## config.mk

```make
export PLATFORM = sky130hd
export DESIGN_NAME = prrq_ctrl
export DESIGN_NICKNAME = d
export VERILOG_FILES = /design/src/prrq_pkg.sv /design/src/prrq_ctrl.sv
export SDC_FILE = /design/constraint.sdc
export NUM_CORES = 1
export LEC_CHECK = 0
export BUFFER_PORTS_ARGS = -buffer_cell sky130_fd_sc_hd__buf_4
export CORE_AREA = 3 3 40 42
export DETAILED_ROUTE_END_ITERATION = 10
export DIE_AREA = 0 0 43 45
export SLEW_MARGIN = 20
export SYNTH_ARGS = -nofsm -noshare
export SYNTH_HDL_FRONTEND = slang
export SYNTH_SLANG_ARGS = --single-unit
```

## constraint.sdc

```tcl
create_clock -name clk_i -period 2.17 [get_ports clk_i]
set_input_delay 0.434 -clock clk_i [delete_from_list [all_inputs] [get_ports clk_i]]
set_output_delay 0.434 -clock clk_i [all_outputs]
set_load 0.02 [all_outputs]
```

## src/prrq_pkg.sv

```systemverilog
`timescale 1ns / 1ps
package prrq_pkg;

  // Sizes of the queue
  localparam int unsigned ACCOUNTS   = 16;
  localparam int unsigned FIFO_DEPTH = 16;
  localparam int unsigned ACCT_W     = 4;
  localparam int unsigned PTR_W      = 4;
  localparam int unsigned CNT_W      = 5;
  localparam int unsigned LEN_W      = 5;
  localparam int unsigned TOTAL_W    = 9;
  localparam int unsigned HANDLE_W   = 16;
  localparam int unsigned ADDR_W     = ACCT_W + PTR_W;

  // Request kinds
  localparam logic REQ_ENQ = 1'b0;
  localparam logic REQ_DEQ = 1'b1;

  // Result status codes
  localparam logic [1:0] ST_OK    = 2'd0;
  localparam logic [1:0] ST_EMPTY = 2'd1;
  localparam logic [1:0] ST_FULL  = 2'd2;

  typedef struct packed {
    logic                req_type;
    logic                account_valid;
    logic [ACCT_W-1:0]   account_id;
    logic [HANDLE_W-1:0] item_handle;
  } req_t;

  typedef struct packed {
    logic                item_valid;
    logic [HANDLE_W-1:0] out_handle;
    logic [ACCT_W-1:0]   out_account;
    logic [TOTAL_W-1:0]  total_items;
    logic [1:0]          status;
  } res_t;

  // Controller to datapath commands
  typedef struct packed {
    logic load;
    logic exec;
  } cmd_t;

endpackage

```

## src/prrq_ctrl.sv

```systemverilog
`timescale 1ns / 1ps
module prrq_ctrl (
  input  logic               clk_i,
  input  logic               rst_ni,
  input  logic               start,
  output logic               busy,
  output logic               out_valid_o,
  output prrq_pkg::cmd_t     cmd_o
);

  typedef enum logic [2:0] {
    S_IDLE = 3'b001,
    S_EXEC = 3'b010,
    S_RESP = 3'b100
  } state_e;

  state_e state_q, state_d;

  // Take a request whenever not executing one
  assign busy        = (state_q == S_EXEC);
  assign out_valid_o = (state_q == S_RESP);
  assign cmd_o.load  = start && !busy;
  assign cmd_o.exec  = (state_q == S_EXEC);

  // Advance the sequence
  always_comb begin
    state_d = state_q;
    case (state_q)
      S_IDLE: begin
        if (start) state_d = S_EXEC;
      end
      S_EXEC: begin
        state_d = S_RESP;
      end
      S_RESP: begin
        state_d = start ? S_EXEC : S_IDLE;
      end
      default: begin
        state_d = S_IDLE;
      end
    endcase
  end

  always_ff @(posedge clk_i or negedge rst_ni) begin
    if (!rst_ni) begin
      state_q <= S_IDLE;
    end else begin
      state_q <= state_d;
    end
  end

endmodule

```

Word level (Yosys, flattened, before mapping)
Cells that the tools add are included.
Storage, ports and cells
  flip-flop bits (word level): 3
  input bits: 3
  output and inout port bits: 4
  word-level logic and storage cells: 10
Cells by class
  equality and inequality tests: 4
  multiplexer cells: 3
  reductions and logical operators: 2
Operators by type and width (number)
  3-bit one-hot mux with 3 select lines: 1
  3-bit by 1-bit == test with 1-bit output, second input constant: 1
  3-bit by 2-bit == test with 1-bit output, second input constant: 1
  3-bit == test, second input constant: 1
  3-bit two-way mux: 1
  2-bit two-way mux: 1
  2-bit inequality test, second input constant: 1
  1-bit logical AND: 1
  1-bit logical NOT: 1

Logic depth before layout (Yosys ltp)
  word-level depth: 3
  mapped depth: 2
  mapped depth without buffers: 2

Least setup slack after synthesis
OpenSTA, ideal clock, no wires.
  path type: register to output
  from: register state_q[2]
  to: output cmd_o[0] in the netlist's numbering
  arrival time: 1.092 ns
  data required time: 1.736 ns
  setup slack: 0.644 ns
  stages on the path, launching flop included: 3
  path buffers: 1
  cell sequence: dfrtp_1 nor3b_2 buf_4
Between the ends
  cells in the longest elaborated chain, start to end: 1
RTL lines
  start: declaration: line prrq_ctrl.sv:17  | state_e state_q, state_d;
  start signal: assignment: line prrq_ctrl.sv:48  | state_q <= state_d;
  3-bit by 2-bit == test with 1-bit output
  end: declaration: line prrq_ctrl.sv:8  | output prrq_pkg::cmd_t cmd_o
Every way passes these cells.

==> summary.md <==
| Metric | Value |
|---|---|
| Worst Max-Slew Pin Slew | 0.301 ns |
| Post-CTS resize count | 0 |
| Slew HR | 79.8% |
| Fillers | 139 |
| Syn Area/Cell | 13.4 µm² |
| Critical-path maximum fanout | 6 |
| # DRC | 0 |
| Hold buffer count at cts | 1 |
| Total negative slack | 0 ns |
| DR top layer | met3 |
| Initial core utilization | 13.5% |
| Max FFs per register | 3 |
| Final Setup Violations | 0 |
| Final core occ | 20.7% |
| # IOs | 7 |
| Die area | 1940 µm² |
| FF/Latch Area | 76.3 µm² |
| Period minus WS final | 1.65 ns |
| Overflow after GRT | 0 |
| Clk root buf | clkbuf_4 |
| DRT Pass-1 Iters | 2 |
| Largest net degree at the start of global routing | 7 |
| Post-Syn Area | 174 µm² |
| Setup Skew | 0.00150 ns |
| Drt via density | 3.61 |
| Post-CTS Setup Bufs | 0 |
| CTS tree | done |
| Final wirelength | 379 µm |
| Vias in the first global route | 162 |
| Iter 0 DRT Violations | 1 |
| Total number of vias | 137 |
| Placer Congestion | 0.675 |
| Startpoint types | flip-flop |
| Layout cell share with drive strength beyond 1 | 60.9% |
| Max-cap viol count | 0 |
| Worst R2R Setup Slack | 1.17 ns |
| Clk Latency, worst-skew pair | 0.23 ns |
| Die Height | 45 µm |
| Site row count | 13 |
| Seq/Total Area, Yosys | 43.9% |
| Total power | 320 µW |
| RSZ-0062 raised after global routing | false |
| First-pass GRT wire length | 731 µm |
| Detailed placement HPWL | 265 µm |
| CP Data Required Time | 1.74 ns |
| Tcrit/Tclk final | 76.0% |
| Bufs and invs on worst path | 1 |
| Die extent in x | 43 µm |
| Post-synthesis sequential element count | 3 |
| Max Clk Rate | 606 MHz |
| Largest regs | state_q (3) |
| Fin Hold WS | 0.492 ns |
| Area Growth Syn to Fin | 53.2% |
| Hold path depth | 2 |
| Diode count | 0 |
| WS Path Type | reg -> out |
| Footprint of the multi-input gates | 90.1 µm² |
| Hold WC Path Type | in -> reg |
| CP delay by family, top | flip-flops |
| Routed Antenna Nets | 0 |
| H-tree Lvls | 1 |
| Clock-pin slew on the worst setup and hold paths | 0.04 ns |
| Worst path max stage delay | 0.43 ns |
| Final Hold Vio Count | 0 |
| Syn_nets | 16 |
| DRT met1 WL | 155 µm |
| DR WL met3 | 71 µm |
| Max stage delay cell, worst path | dfrtp_1 |
| Worst reg2reg path depth | 2 |
| Status | complete, no violations |
| Clock sink count | 3 |
| Clock Path Buffers | 2 |
| Crit-path cells | nor3b_2, nor2b_1, buf_4 |
| Mapped Cells | 13 |
| Peak supply drop | 0.193 mV |
| Met2 wire length | 152 µm |
| Initial antenna violation count | 0 |
| Synth Warn # | 0 |
| Leakage | 0.000112 µW |
| Total CTS buffers | 3 |
| Worst EP arrival | 1.22 ns |
| Reg with most FFs | state_q |
| IO Port Bufs | 6 |
| Core Area | 1280 µm² |
| CP Capture Type | output port |
| Cell count along the critical path | 3 |
| Unique masters post-synth | 10 |
| Layout Nets | 27 |
| Final-report max-slew violation count | 0 |
| Pwr Density | 1200 nW/µm² |
| Tot GR Track Use | 5.92% |
| Drt wl/cell | 9.97 µm |
## synthesized netlist by cell type
library cell	number	share of area (%)
nor3b_2	2	14
and4bb_2	1	7.2
dfstp_2	1	15
nor2b_1	1	3.6
nor3_2	1	5.8
and4bb_1	1	7.2
xnor2_1	1	5.0
dfrtp_1	2	29
nor3b_1	2	8.6
buf_4	1	4.3
## report_power, final
group	switching, µW	total (µW)	internal (µW)
logic	45.8	106	60.6
registers	32.8	116	83.0
clock network	28.6	97.5	68.9
## placed cells by master, fill, tap and decap left out, drive strengths merged
master,n
buf,6
nor3,1
nor2b,1
dfstp,1
clkbuf,4
and4bb,2
xnor2,1
nor3b,4
dfrtp,2
dlygate4sd3,1
## cell type report
cell class                      instances  share of cell area (%)
Clock buffer                            4                    9.86
Multi-Input combinational cell          9                    33.8
Sequential cell                         3                    28.6
Tap cell                               15                    7.04
Timing Repair Buffer                    7                    20.7
## logic make-up (layout without fill, tap and decap cells)
logic type,Yosys count,count (layout),synth area share [%]
simple gates,8,8,46.8
flops,3,3,43.9
buf+inv,1,11,4.32
xor+xnor,1,1,5.04
## path summary, 6_finish.rpt
kind | startpoint | to
hold / removal | start | state_q[1]
setup reg to reg | state_q[0] | state_q[0]
min in group asynchronous | rst_ni | state_q[1]
hold reg to reg | state_q[1] | state_q[1]
max in group asynchronous | rst_ni | state_q[0]
setup / recovery | state_q[2] | cmd_o[1]
## layer usage
layer	vias up	GRT usage, %
met3	0	4.38
met1	63	6.05
met2	7	5.99
met4	0	9.04
li1	67	-
met5	-	0
## per-stage QoR
| step | cells | worst slack [ns] | cell area (µm²) |
|---|---|---|---|
| after floorplan | 13 | 0.644 | 174 |
| after global placement | 33 | 0.815 | 230 |
| after detailed placement | 33 | 0.758 | 230 |
| after CTS | 38 | 0.500 | 267 |
| after global routing | 38 | 0.386 | 267 |
| final | 38 | 0.521 | 267 |
No activity file was read; power rests on OpenSTA's default activity.
